`config.mk`:
```
export PLATFORM = sky130hd
export DESIGN_NAME = laser_scan_obstacle_avoid_top
export DESIGN_NICKNAME = d
export VERILOG_FILES = /design/src/rtl/lsoa_pkg.sv /design/src/rtl/lsoa_regs.sv /design/src/rtl/laser_scan_obstacle_avoid_top.sv
export SDC_FILE = /design/constraint.sdc
export NUM_CORES = 1
export LEC_CHECK = 0
export BUFFER_PORTS_ARGS = -buffer_cell sky130_fd_sc_hd__buf_2
export CAP_MARGIN = 30
export CORE_ASPECT_RATIO = 1.1
export CORE_MARGIN = 5
export CORE_UTILIZATION = 55
export CTS_CLUSTER_DIAMETER = 40
export DETAILED_ROUTE_END_ITERATION = 7
export PLACE_DENSITY = 0.74
export SYNTH_ARGS = -nofsm -noshare
export SYNTH_HDL_FRONTEND = slang
export SYNTH_SLANG_ARGS = --single-unit
```
`constraint.sdc`:
```
create_clock -name clk -period 18.7 [get_ports clk]
set_clock_uncertainty 0.1 [all_clocks]
set_input_delay 0 -clock clk [delete_from_list [all_inputs] [get_ports clk]]
set_output_delay 0 -clock clk [all_outputs]
set_load 0.005 [all_outputs]
```
`src/rtl/lsoa_pkg.sv`:
```
// shared types and constants for the laser scan obstacle avoidance block
package lsoa_pkg;

  localparam int unsigned MAX_SAMPLES = 1024;
  localparam int unsigned AVOID_RUN   = 10;

  localparam int unsigned RANGE_W = 16;
  localparam int unsigned NS_W    = 11;
  localparam int unsigned IDX_W   = $clog2(MAX_SAMPLES);
  localparam int unsigned N_W     = $clog2(MAX_SAMPLES + 1);
  localparam int unsigned CMP_W   = (NS_W > N_W) ? NS_W : N_W;
  localparam int unsigned CNT_W   = 9;

  // reciprocal for draw / AVOID_RUN, exact over all 16-bit draws for AVOID_RUN <= 255
  localparam int unsigned DIV_SHIFT = 24;
  localparam longint unsigned DIV_RECIP = ((64'd1 << DIV_SHIFT) + AVOID_RUN - 1) / AVOID_RUN;
  localparam int unsigned RECIP_W   = DIV_SHIFT + 1;
  localparam int unsigned PROD_W    = RANGE_W + RECIP_W;

  localparam logic [RANGE_W-1:0] RANGE_MAX = '1;

  localparam int unsigned ADDR_W = 4;
  localparam int unsigned DATA_W = 32;

  // register indexes (word address)
  localparam logic [1:0] REG_NUM_SAMPLES = 2'd0;
  localparam logic [1:0] REG_FRONT_THR   = 2'd1;
  localparam logic [1:0] REG_STOP_THR    = 2'd2;

  localparam logic [NS_W-1:0]    NUM_SAMPLES_RST = NS_W'(360);
  localparam logic [RANGE_W-1:0] FRONT_THR_RST   = RANGE_W'(600);
  localparam logic [RANGE_W-1:0] STOP_THR_RST    = RANGE_W'(500);

  typedef struct packed {
    logic [NS_W-1:0]    num_samples;
    logic [RANGE_W-1:0] front_threshold_mm;
    logic [RANGE_W-1:0] stop_threshold_mm;
  } cfg_t;

endpackage

```
`src/rtl/lsoa_regs.sv`:
```
// apb configuration registers for the obstacle avoidance block
module lsoa_regs
  import lsoa_pkg::*;
(
  input  logic              clk,
  input  logic              rst_n,
  input  logic              psel,
  input  logic              penable,
  input  logic              pwrite,
  input  logic [ADDR_W-1:0] paddr,
  input  logic [DATA_W-1:0] pwdata,
  output logic [DATA_W-1:0] prdata,
  output logic              pready,
  output cfg_t              cfg
);

  cfg_t       cfg_r;
  cfg_t       cfg_nxt;
  logic       wr_en;
  logic [1:0] reg_idx;

  assign pready  = 1'b1;
  assign wr_en   = psel && penable && pwrite;
  assign reg_idx = paddr[3:2];

  always_comb begin
    cfg_nxt = cfg_r;
    if (wr_en) begin
      case (reg_idx)
        REG_NUM_SAMPLES: cfg_nxt.num_samples        = pwdata[NS_W-1:0];
        REG_FRONT_THR:   cfg_nxt.front_threshold_mm = pwdata[RANGE_W-1:0];
        REG_STOP_THR:    cfg_nxt.stop_threshold_mm  = pwdata[RANGE_W-1:0];
        default:         cfg_nxt = cfg_r;
      endcase
    end
  end

  always_ff @(posedge clk) begin
    if (!rst_n) begin
      cfg_r.num_samples        <= NUM_SAMPLES_RST;
      cfg_r.front_threshold_mm <= FRONT_THR_RST;
      cfg_r.stop_threshold_mm  <= STOP_THR_RST;
    end else begin
      cfg_r <= cfg_nxt;
    end
  end

  always_comb begin
    case (reg_idx)
      REG_NUM_SAMPLES: prdata = DATA_W'(cfg_r.num_samples);
      REG_FRONT_THR:   prdata = DATA_W'(cfg_r.front_threshold_mm);
      REG_STOP_THR:    prdata = DATA_W'(cfg_r.stop_threshold_mm);
      default:         prdata = '0;
    endcase
  end

  assign cfg = cfg_r;

endmodule

```
`src/rtl/laser_scan_obstacle_avoid_top.sv`:
```
// top level: per-sample scan tracking and end-of-scan avoidance decision
//
//  channel | direction | handshake           | payload
//  --------+-----------+---------------------+---------------------------------------
//  in_     | in        | in_valid / in_stall  | range_mm, rand_draw
//  out_    | out       | out_valid / out_stall| avoiding, stop_now, new_turn,
//          |           |                     | turn_positive, min_left_mm, min_right_mm
//  apb     | in/out    | psel/penable/pready | num_samples, front/stop thresholds
//
// one item per cycle sustained while no scan-ending item waits on a full, stalled result
// register; an accepted item is held in the input register, which updates the scan state
// and, for the last sample of a scan, the result register that drives the outputs
// synchronous active-low reset clears the scan state, avoid count and turn sign
// an out_stall only blocks the input when the item in the input register ends a scan
// and the result register is still full; other samples keep flowing
module laser_scan_obstacle_avoid_top
  import lsoa_pkg::*;
(
  input  logic               clk,
  input  logic               rst_n,
  // sample input
  input  logic               in_valid,
  output logic               in_stall,
  input  logic [RANGE_W-1:0] in_range_mm,
  input  logic [RANGE_W-1:0] in_rand_draw,
  // result output
  output logic               out_valid,
  input  logic               out_stall,
  output logic               out_avoiding,
  output logic               out_stop_now,
  output logic               out_new_turn,
  output logic               out_turn_positive,
  output logic [RANGE_W-1:0] out_min_left_mm,
  output logic [RANGE_W-1:0] out_min_right_mm,
  // configuration
  input  logic               psel,
  input  logic               penable,
  input  logic               pwrite,
  input  logic [ADDR_W-1:0]  paddr,
  input  logic [DATA_W-1:0]  pwdata,
  output logic [DATA_W-1:0]  prdata,
  output logic               pready
);

  cfg_t cfg;

  lsoa_regs u_regs (
    .clk     (clk),
    .rst_n   (rst_n),
    .psel    (psel),
    .penable (penable),
    .pwrite  (pwrite),
    .paddr   (paddr),
    .pwdata  (pwdata),
    .prdata  (prdata),
    .pready  (pready),
    .cfg     (cfg)
  );

  // input register
  logic               s1_vld_r, s1_vld_nxt;
  logic [RANGE_W-1:0] s1_range_r;
  logic [RANGE_W-1:0] s1_draw_r;

  // scan state
  logic [IDX_W-1:0]   idx_r, idx_nxt;
  logic [RANGE_W-1:0] lmin_r, lmin_nxt;
  logic [RANGE_W-1:0] rmin_r, rmin_nxt;
  logic               front_r, front_nxt;
  logic               stop_r, stop_nxt;
  logic [CNT_W-1:0]   cnt_r, cnt_nxt;
  logic               sign_r, sign_nxt;

  // result register
  logic               ovld_r, ovld_nxt;
  logic               o_avoid_r, o_stop_r, o_new_r, o_sign_r;
  logic [RANGE_W-1:0] o_lmin_r, o_rmin_r;

  // clamped scan length and window bounds
  logic [CMP_W-1:0]   ns_ext;
  logic [N_W-1:0]     n_len;
  logic [N_W-1:0]     quarter;
  logic [N_W-1:0]     half;
  logic [N_W-1:0]     i_ext;
  logic               last;
  logic               proc;
  logic               in_acc;

  // per-sample results including the current sample
  logic               front_hit, stop_hit, left_side;
  logic [RANGE_W-1:0] lmin_cur, rmin_cur;

  // end-of-scan avoid decision
  logic [PROD_W-1:0]  draw_prod;
  logic [RANGE_W-1:0] draw_quot;
  logic [RANGE_W-1:0] draw_rem;
  logic [CNT_W-1:0]   cnt_load;
  logic [CNT_W-1:0]   cnt_base;
  logic               avoid;
  logic               fresh;
  logic               sign_new;

  always_comb begin
    ns_ext = CMP_W'(cfg.num_samples);
    if (ns_ext == '0) begin
      n_len = N_W'(1);
    end else if (ns_ext > CMP_W'(MAX_SAMPLES)) begin
      n_len = N_W'(MAX_SAMPLES);
    end else begin
      n_len = N_W'(ns_ext);
    end
  end

  assign quarter = n_len >> 2;
  assign half    = n_len >> 1;
  assign i_ext   = N_W'(idx_r);

  // also ends the scan when the length was shrunk below the current index
  assign last = !((i_ext + N_W'(1)) < n_len);

  // a scan-ending item needs the result register free
  assign proc     = s1_vld_r && (!last || !ovld_r || !out_stall);
  assign in_stall = s1_vld_r && !proc;
  assign in_acc   = in_valid && !in_stall;

  assign front_hit = (i_ext > quarter) && (i_ext < (n_len - quarter))
                     && (s1_range_r < cfg.front_threshold_mm);
  assign stop_hit  = s1_range_r < cfg.stop_threshold_mm;
  assign left_side = i_ext > half;

  always_comb begin
    lmin_cur = lmin_r;
    rmin_cur = rmin_r;
    if (left_side) begin
      if (s1_range_r < lmin_r) lmin_cur = s1_range_r;
    end else begin
      if (s1_range_r < rmin_r) rmin_cur = s1_range_r;
    end
  end

  // draw mod AVOID_RUN through a reciprocal multiply
  assign draw_prod = PROD_W'(s1_draw_r) * PROD_W'(DIV_RECIP);
  assign draw_quot = draw_prod[DIV_SHIFT +: RANGE_W];
  assign draw_rem  = s1_draw_r - RANGE_W'(draw_quot * RANGE_W'(AVOID_RUN));
  assign cnt_load  = CNT_W'(draw_rem) + CNT_W'(AVOID_RUN);

  assign avoid    = front_r || front_hit || stop_r || stop_hit || (cnt_r != '0);
  assign fresh    = avoid && (cnt_r == '0);
  assign sign_new = !(lmin_cur < rmin_cur);
  assign cnt_base = fresh ? cnt_load : cnt_r;

  always_comb begin
    idx_nxt   = idx_r;
    lmin_nxt  = lmin_r;
    rmin_nxt  = rmin_r;
    front_nxt = front_r;
    stop_nxt  = stop_r;
    cnt_nxt   = cnt_r;
    sign_nxt  = sign_r;
    if (proc) begin
      if (!last) begin
        idx_nxt   = IDX_W'(i_ext + N_W'(1));
        lmin_nxt  = lmin_cur;
        rmin_nxt  = rmin_cur;
        front_nxt = front_r || front_hit;
        stop_nxt  = stop_r || stop_hit;
      end else begin
        // start the next scan clean
        idx_nxt   = '0;
        lmin_nxt  = RANGE_MAX;
        rmin_nxt  = RANGE_MAX;
        front_nxt = 1'b0;
        stop_nxt  = 1'b0;
        if (avoid) begin
          cnt_nxt = cnt_base - CNT_W'(1);
        end
        if (fresh) begin
          sign_nxt = sign_new;
        end
      end
    end
  end

  always_comb begin
    s1_vld_nxt = s1_vld_r;
    if (in_acc) begin
      s1_vld_nxt = 1'b1;
    end else if (proc) begin
      s1_vld_nxt = 1'b0;
    end
  end

  always_comb begin
    ovld_nxt = ovld_r;
    if (proc && last) begin
      ovld_nxt = 1'b1;
    end else if (!out_stall) begin
      ovld_nxt = 1'b0;
    end
  end

  always_ff @(posedge clk) begin
    if (!rst_n) begin
      s1_vld_r <= 1'b0;
      ovld_r   <= 1'b0;
      idx_r    <= '0;
      lmin_r   <= RANGE_MAX;
      rmin_r   <= RANGE_MAX;
      front_r  <= 1'b0;
      stop_r   <= 1'b0;
      cnt_r    <= '0;
      sign_r   <= 1'b0;
    end else begin
      s1_vld_r <= s1_vld_nxt;
      ovld_r   <= ovld_nxt;
      idx_r    <= idx_nxt;
      lmin_r   <= lmin_nxt;
      rmin_r   <= rmin_nxt;
      front_r  <= front_nxt;
      stop_r   <= stop_nxt;
      cnt_r    <= cnt_nxt;
      sign_r   <= sign_nxt;
    end
  end

  // payload registers
  always_ff @(posedge clk) begin
    if (in_acc) begin
      s1_range_r <= in_range_mm;
      s1_draw_r  <= in_rand_draw;
    end
    if (proc && last) begin
      o_avoid_r <= avoid;
      o_stop_r  <= stop_r || stop_hit;
      o_new_r   <= fresh;
      o_sign_r  <= fresh ? sign_new : sign_r;
      o_lmin_r  <= lmin_cur;
      o_rmin_r  <= rmin_cur;
    end
  end

  assign out_valid         = ovld_r;
  assign out_avoiding      = o_avoid_r;
  assign out_stop_now      = o_stop_r;
  assign out_new_turn      = o_new_r;
  assign out_turn_positive = o_sign_r;
  assign out_min_left_mm   = o_lmin_r;
  assign out_min_right_mm  = o_rmin_r;

endmodule

```
* Word level (Yosys, flattened, before mapping)
Cells that the tools add are included.
** Operators by class
- Add/subtract/negate cells :: 5
- Multipliers :: 2
- Magnitude comparators :: 10
- Eq/ne operators :: 3
- Mux-type cells :: 18
- Bitwise operators :: 1
- Reduce and logical (&&, ||, !) cells :: 32
** Operators by type and width (count)
- 2-to-1 mux 16 bit :: 6
- < comparator 16 bit :: 5
- one-hot mux 16 bit (3 select lines) :: 1
- multiplier 16 x 20 -> 36 bit (second input constant) :: 1
- 2-to-1 mux 11 bit :: 2
- multiplier 13 x 3 -> 8 bit (second input constant) :: 1
- adder 10 x 1 -> 11 bit (second input constant) :: 1
- > comparator 11 bit (second input constant) :: 1
- logical NOT 11 bit :: 1
- < comparator 10 x 11 -> 1 bit :: 1
- < comparator 11 bit :: 1
- subtractor 11 x 9 -> 11 bit :: 1
- > comparator 10 bit :: 1
- > comparator 10 x 9 -> 1 bit :: 1
- 2-to-1 mux 10 bit :: 1
- adder 9 x 4 -> 9 bit (second input constant) :: 1
- logical AND 1 bit :: 9
- logical NOT 9 bit :: 1
- 2-to-1 mux 9 bit :: 1
- nonzero test 9 bit :: 1
- subtractor 9 x 1 -> 9 bit (second input constant) :: 1
- subtractor 9 bit :: 1
- AND reduction 2 bit :: 4
- logical OR 1 bit :: 7
- other kinds (9) :: 20
** Word-level totals
- Register bits :: 167
- Input port bits :: 75
- Logic and storage cells :: 91

* Longest topological paths before layout
- Depth after elaboration :: 14
- Mapped depth :: 36
- Gate-level depth less buffers :: 36

* Hierarchy
A second synthesis with hierarchy kept.
** Second synthesis, totals
- Cells, all modules :: 1576
- Area total of the unflattened synthesis :: 14647.8 µm²
** Modules (own cells, without submodules)
- laser_scan_obstacle_avoid_top :: instances 1, cells each 1333, area each 12508.2 µm², sequential area each 3163.0 µm²
- lsoa_regs :: instances 1, cells each 243, area each 2139.6 µm², sequential area each 860.8 µm²

* Worst setup path before layout
Ideal clock, no wire load.
- Kind :: flip-flop to flip-flop
- Start point :: register s1_draw_r[8]
- End point :: register cnt_r[8]
- Setup time :: 0.134 ns
- Data arrival time :: 8.311 ns
- Required time :: 18.466 ns
- Setup slack :: 10.154 ns
- Cell stages (with the launch flop) :: 36
- Clock period less this slack :: 8.546 ns
- Path through :: edfxtp_1 inv_1 ha_1 fa_1 inv_1 fa_1 inv_1 fa_1 inv_1 fa_1 inv_1 fa_1 inv_1 ha_1 a21oi_1 a21oi_1 o2111ai_1 nand4_1 and3_1 nor2_1 xnor2_1 ha_1 ha_1 fa_1 inv_1 ha_1 ha_1 inv_1 o21bai_1 a21oi_1 xnor2_1 nor4_1 nor3_1 or3_4 and4_1 or4_1
** On the way
- Longest elaborated chain between the ends :: 6
** Ends and longest elaborated chain
- start, declared :: line laser_scan_obstacle_avoid_top.sv:63 : logic [RANGE_W-1:0] s1_draw_r;
- start signal, assigned :: line laser_scan_obstacle_avoid_top.sv:230 : s1_draw_r <= in_rand_draw;
- multiplier 16 x 20 -> 36 bit :: line laser_scan_obstacle_avoid_top.sv:142 : assign draw_prod = PROD_W'(s1_draw_r) * PROD_W'(DIV_RECIP);
- multiplier 13 x 3 -> 8 bit :: line laser_scan_obstacle_avoid_top.sv:144 : assign draw_rem = s1_draw_r - RANGE_W'(draw_quot * RANGE_W'(AVOID_RUN));
- subtractor 9 bit * :: line laser_scan_obstacle_avoid_top.sv:144
- adder 9 x 4 -> 9 bit * :: line laser_scan_obstacle_avoid_top.sv:145 : assign cnt_load = CNT_W'(draw_rem) + CNT_W'(AVOID_RUN);
- 2-to-1 mux 9 bit * :: line laser_scan_obstacle_avoid_top.sv:150 : assign cnt_base = fresh ? cnt_load : cnt_r;
- subtractor 9 x 1 -> 9 bit * :: line laser_scan_obstacle_avoid_top.sv:175 : cnt_nxt = cnt_base - CNT_W'(1);
- end signal, assigned :: line laser_scan_obstacle_avoid_top.sv:221 : cnt_r <= cnt_nxt;
- end, declared :: line laser_scan_obstacle_avoid_top.sv:71 : logic [CNT_W-1:0] cnt_r, cnt_nxt;
Mark *: on every way between the ends. The rest lies on a longest branch, timed or not.
A chain may end at the register's enable or synchronous reset.

* Final worst setup path
Same ends and word-level chain as after synthesis.

==> results by group <==
Run status
  • Status: completed

Critical path
  • Required time of the critical path: 18.90 ns
  • Arr. time, crit path: 9.84 ns
  • Slowest stage cell, crit path: fa_1
  • Critical Path Sink Type: flop
  • Setup CP Type: reg -> reg
  • Critical Path Start Type: flop
  • Critical path peak fanout: 5
  • Largest stage delay, worst path: about 0.56 ns

Synthesis
  • Mapped Area: ~14000 um2
  • Mean Syn Cell Area: between 9 and 10 um2
  • FF+latch count, synth: ~170
  • Top cells by area, synth: ha_1 (22%), edfxtp_1 (14%), dfxtp_1 (14%), fa_1 (11%), inv_1 (6.5%)
  • Area leader, netlist: ha_1
  • Register area share after synthesis: between 20 and 30%
  • Post-synth ARST share: 0%
  • Yosys warning total: 0
  • Post-synthesis cell type count: 64
  • Syn Inst Count: around 1500
  • Main synth FF type: dfxtp_1
  • Share of the synthesized area in the top cell type: between 20% and 30%
  • Number of synthesized flops with an enable pin: 68

Timing
  • Final hold vios: 0
  • Setup_tns: 0 ns
  • Worst-Margin Slew: just over 1 ns
  • Setup violations, final: 0
  • Slew Limit Headroom: between 30% and 40%
  • Final Slew Violations: 0
  • Crit path time final: roughly 9.6 ns
  • Achievable Freq: 104 MHz
  • Period Utilization, post-route: roughly 52%
  • RSZ-0062 raised after global routing: no

Placed design
  • Hpwl dp: 27000 um
  • GPL Wtd Cong: 0.864
  • IO Port Bufs: between 100 and 150

Clock tree
  • H-tree levels: 4
  • TritonCTS buffer count: 17
  • Sink Count: between 150 and 200
  • Bufs on Longest Clock Path: 2
  • Clk Latency, worst-skew pair: between 0.4 and 0.5 ns
  • Post_cts resized: 0
  • Root Driver: clkbuf_16
  • Clock-pin slew on the worst setup and hold paths: around 0.070 ns
  • Hold Buf Count CTS: 54
  • CTS tree: yes
  • Buffer count from post-CTS setup fixing: 0

Floorplanning
  • Row count: 62
  • Ports: 146
  • Die height: approximately 180 um
  • Die ar.: a little under 30000 um2
  • Area of the core: 25900 um2
  • Initial Util: 55.4%
  • Chip width: 164 um

Routing
  • Iter 0 DRT Violations: 818
  • Drt total wl: about 35000 um
  • TritonRoute pass-1 iters: 5
  • Average wire per standard cell: roughly 17 um
  • Via count: around 11000
  • DRC: 0
  • Avg Vias per Cell: around 5.6
  • Final ANT Viol Nets: 0

Hold path
  • Hold Crit Class: in -> reg

GRT
  • GRT Util Overall: about 25%
  • Vias in the first global route: approximately 12000
  • Largest net degree at the start of global routing: 50
  • Initial antenna violation count: 0
  • First-pass GRT wire length: roughly 58000 um
  • GRT overflow: 0

Layout
  • Diode count: 0
  • Most frequent cells in the layout: ha_1 (249), inv_1 (246), nand2_1 (154)
  • Layout cells sized above 1: between 10% and 20%
  • Fillers: around 2200
  • Post-synthesis to final-layout area growth: 14.0%
  • Commonest non-fill, non-tap cell in the layout: ha_1
  • Final Net Count: ~2100

Job
  • Total of max-cap violations: 0
-- registers in the layout, indices dropped and copies added, names as in the netlist, 9 cells and up --
| register | count |
|---|---|
| rmin_r | 16 |
| s1_draw_r | 16 |
| s1_range_r | 16 |
| u_regs.cfg | 43 |
| idx_r | 10 |
| out_min_left_mm | 16 |
| lmin_r | 16 |
| cnt_r | 9 |
| out_min_right_mm | 16 |
-- worst paths after layout --
check                 from        endpoint  slack (ns)  depth (start not counted)
min                penable  u_regs.cfg[36]        0.14                          6
max           s1_draw_r[8]        cnt_r[8]        9.06                         33
min reg2reg  u_regs.cfg[3]   u_regs.cfg[3]        0.38                          2
max reg2reg   s1_draw_r[8]        cnt_r[8]        9.06                         33
-- cells in the mapped netlist (4+ instances only) --
cell type,n
mux2i_1,28
and3_1,14
a21oi_1,111
o21ai_0,52
nor2_1,57
mux2_2,16
inv_1,247
a211oi_1,11
or3_1,7
a22oi_1,5
o211ai_1,49
nand3b_1,6
ha_1,249
and2_1,4
nand3_1,19
o2111ai_1,4
or4_1,4
o31ai_1,6
edfxtp_1,68
nand2_1,154
a21o_1,27
nor3_1,22
dfxtp_1,99
nor2b_1,17
or2_2,5
fa_1,78
nand2b_1,17
buf_4,17
nor3b_1,4
nand4_1,24
xnor2_1,25
clkbuf_1,35
a22o_1,6
xor2_1,16
-- critical path: cells and delay by family (launching register included) --
family          cells  cell delay, ns
simple gates        9            2.18
flops               1            0.53
xor+xnor            2            0.38
buf+inv             6            0.44
compound gates      4            0.97
fa+ha+maj          12            4.91
-- layer usage --
metal | part of all wire, % | GRT usage [%]
met3 | 4.7 | 2.93
met2 | 51 | 45.2
met1 | 43 | 31.4
met5 | 0 | 0
met4 | 1.6 | 5.21
-- stage by stage --
stage / std cells / instance area, um2 / util [%] / setup WS (ns) / hold WS, ns
2_1_floorplan: 1560 / 14400 / - / 10.15 / -0.0167
3_3_place_gp: 1975 / 15200 / 58.7 / 9.29 / 0.0775
3_5_place_dp: 1976 / 15200 / 58.8 / 9.13 / 0.0781
4_1_cts: 2062 / 16300 / 63.1 / 9.02 / 0.124
5_1_grt: 2062 / 16300 / 63.1 / 8.61 / 0.159
6_report: 2062 / 16300 / 63.1 / 9.06 / 0.141
-- kinds of logic after synthesis --
| kind of cell | synth area share [%] |
|---|---|
| compound gates | 13.2 |
| xor+xnor | 2.50 |
| fa+ha+maj | 32.6 |
| buf+inv | 8.38 |
| flops | 28.1 |
| mux | 3.21 |
| other cells | 0.0524 |
| simple gates | 12.0 |
-- area by class of cell --
type | count | area, um2 | share of cell area [%]
inverter | 248 | 931 | 5.69
multi-input combinational | 1090 | 9200 | 56.3
clock inverter | 14 | 129 | 0.788
timing repair buffer | 173 | 1170 | 7.16
tap | 352 | 440 | 2.69
clock buffer | 18 | 450 | 2.76
sequential | 167 | 4020 | 24.6
Power is not shown: default switching activity piles up to over one toggle a cycle in this logic, so the estimate is an artifact.
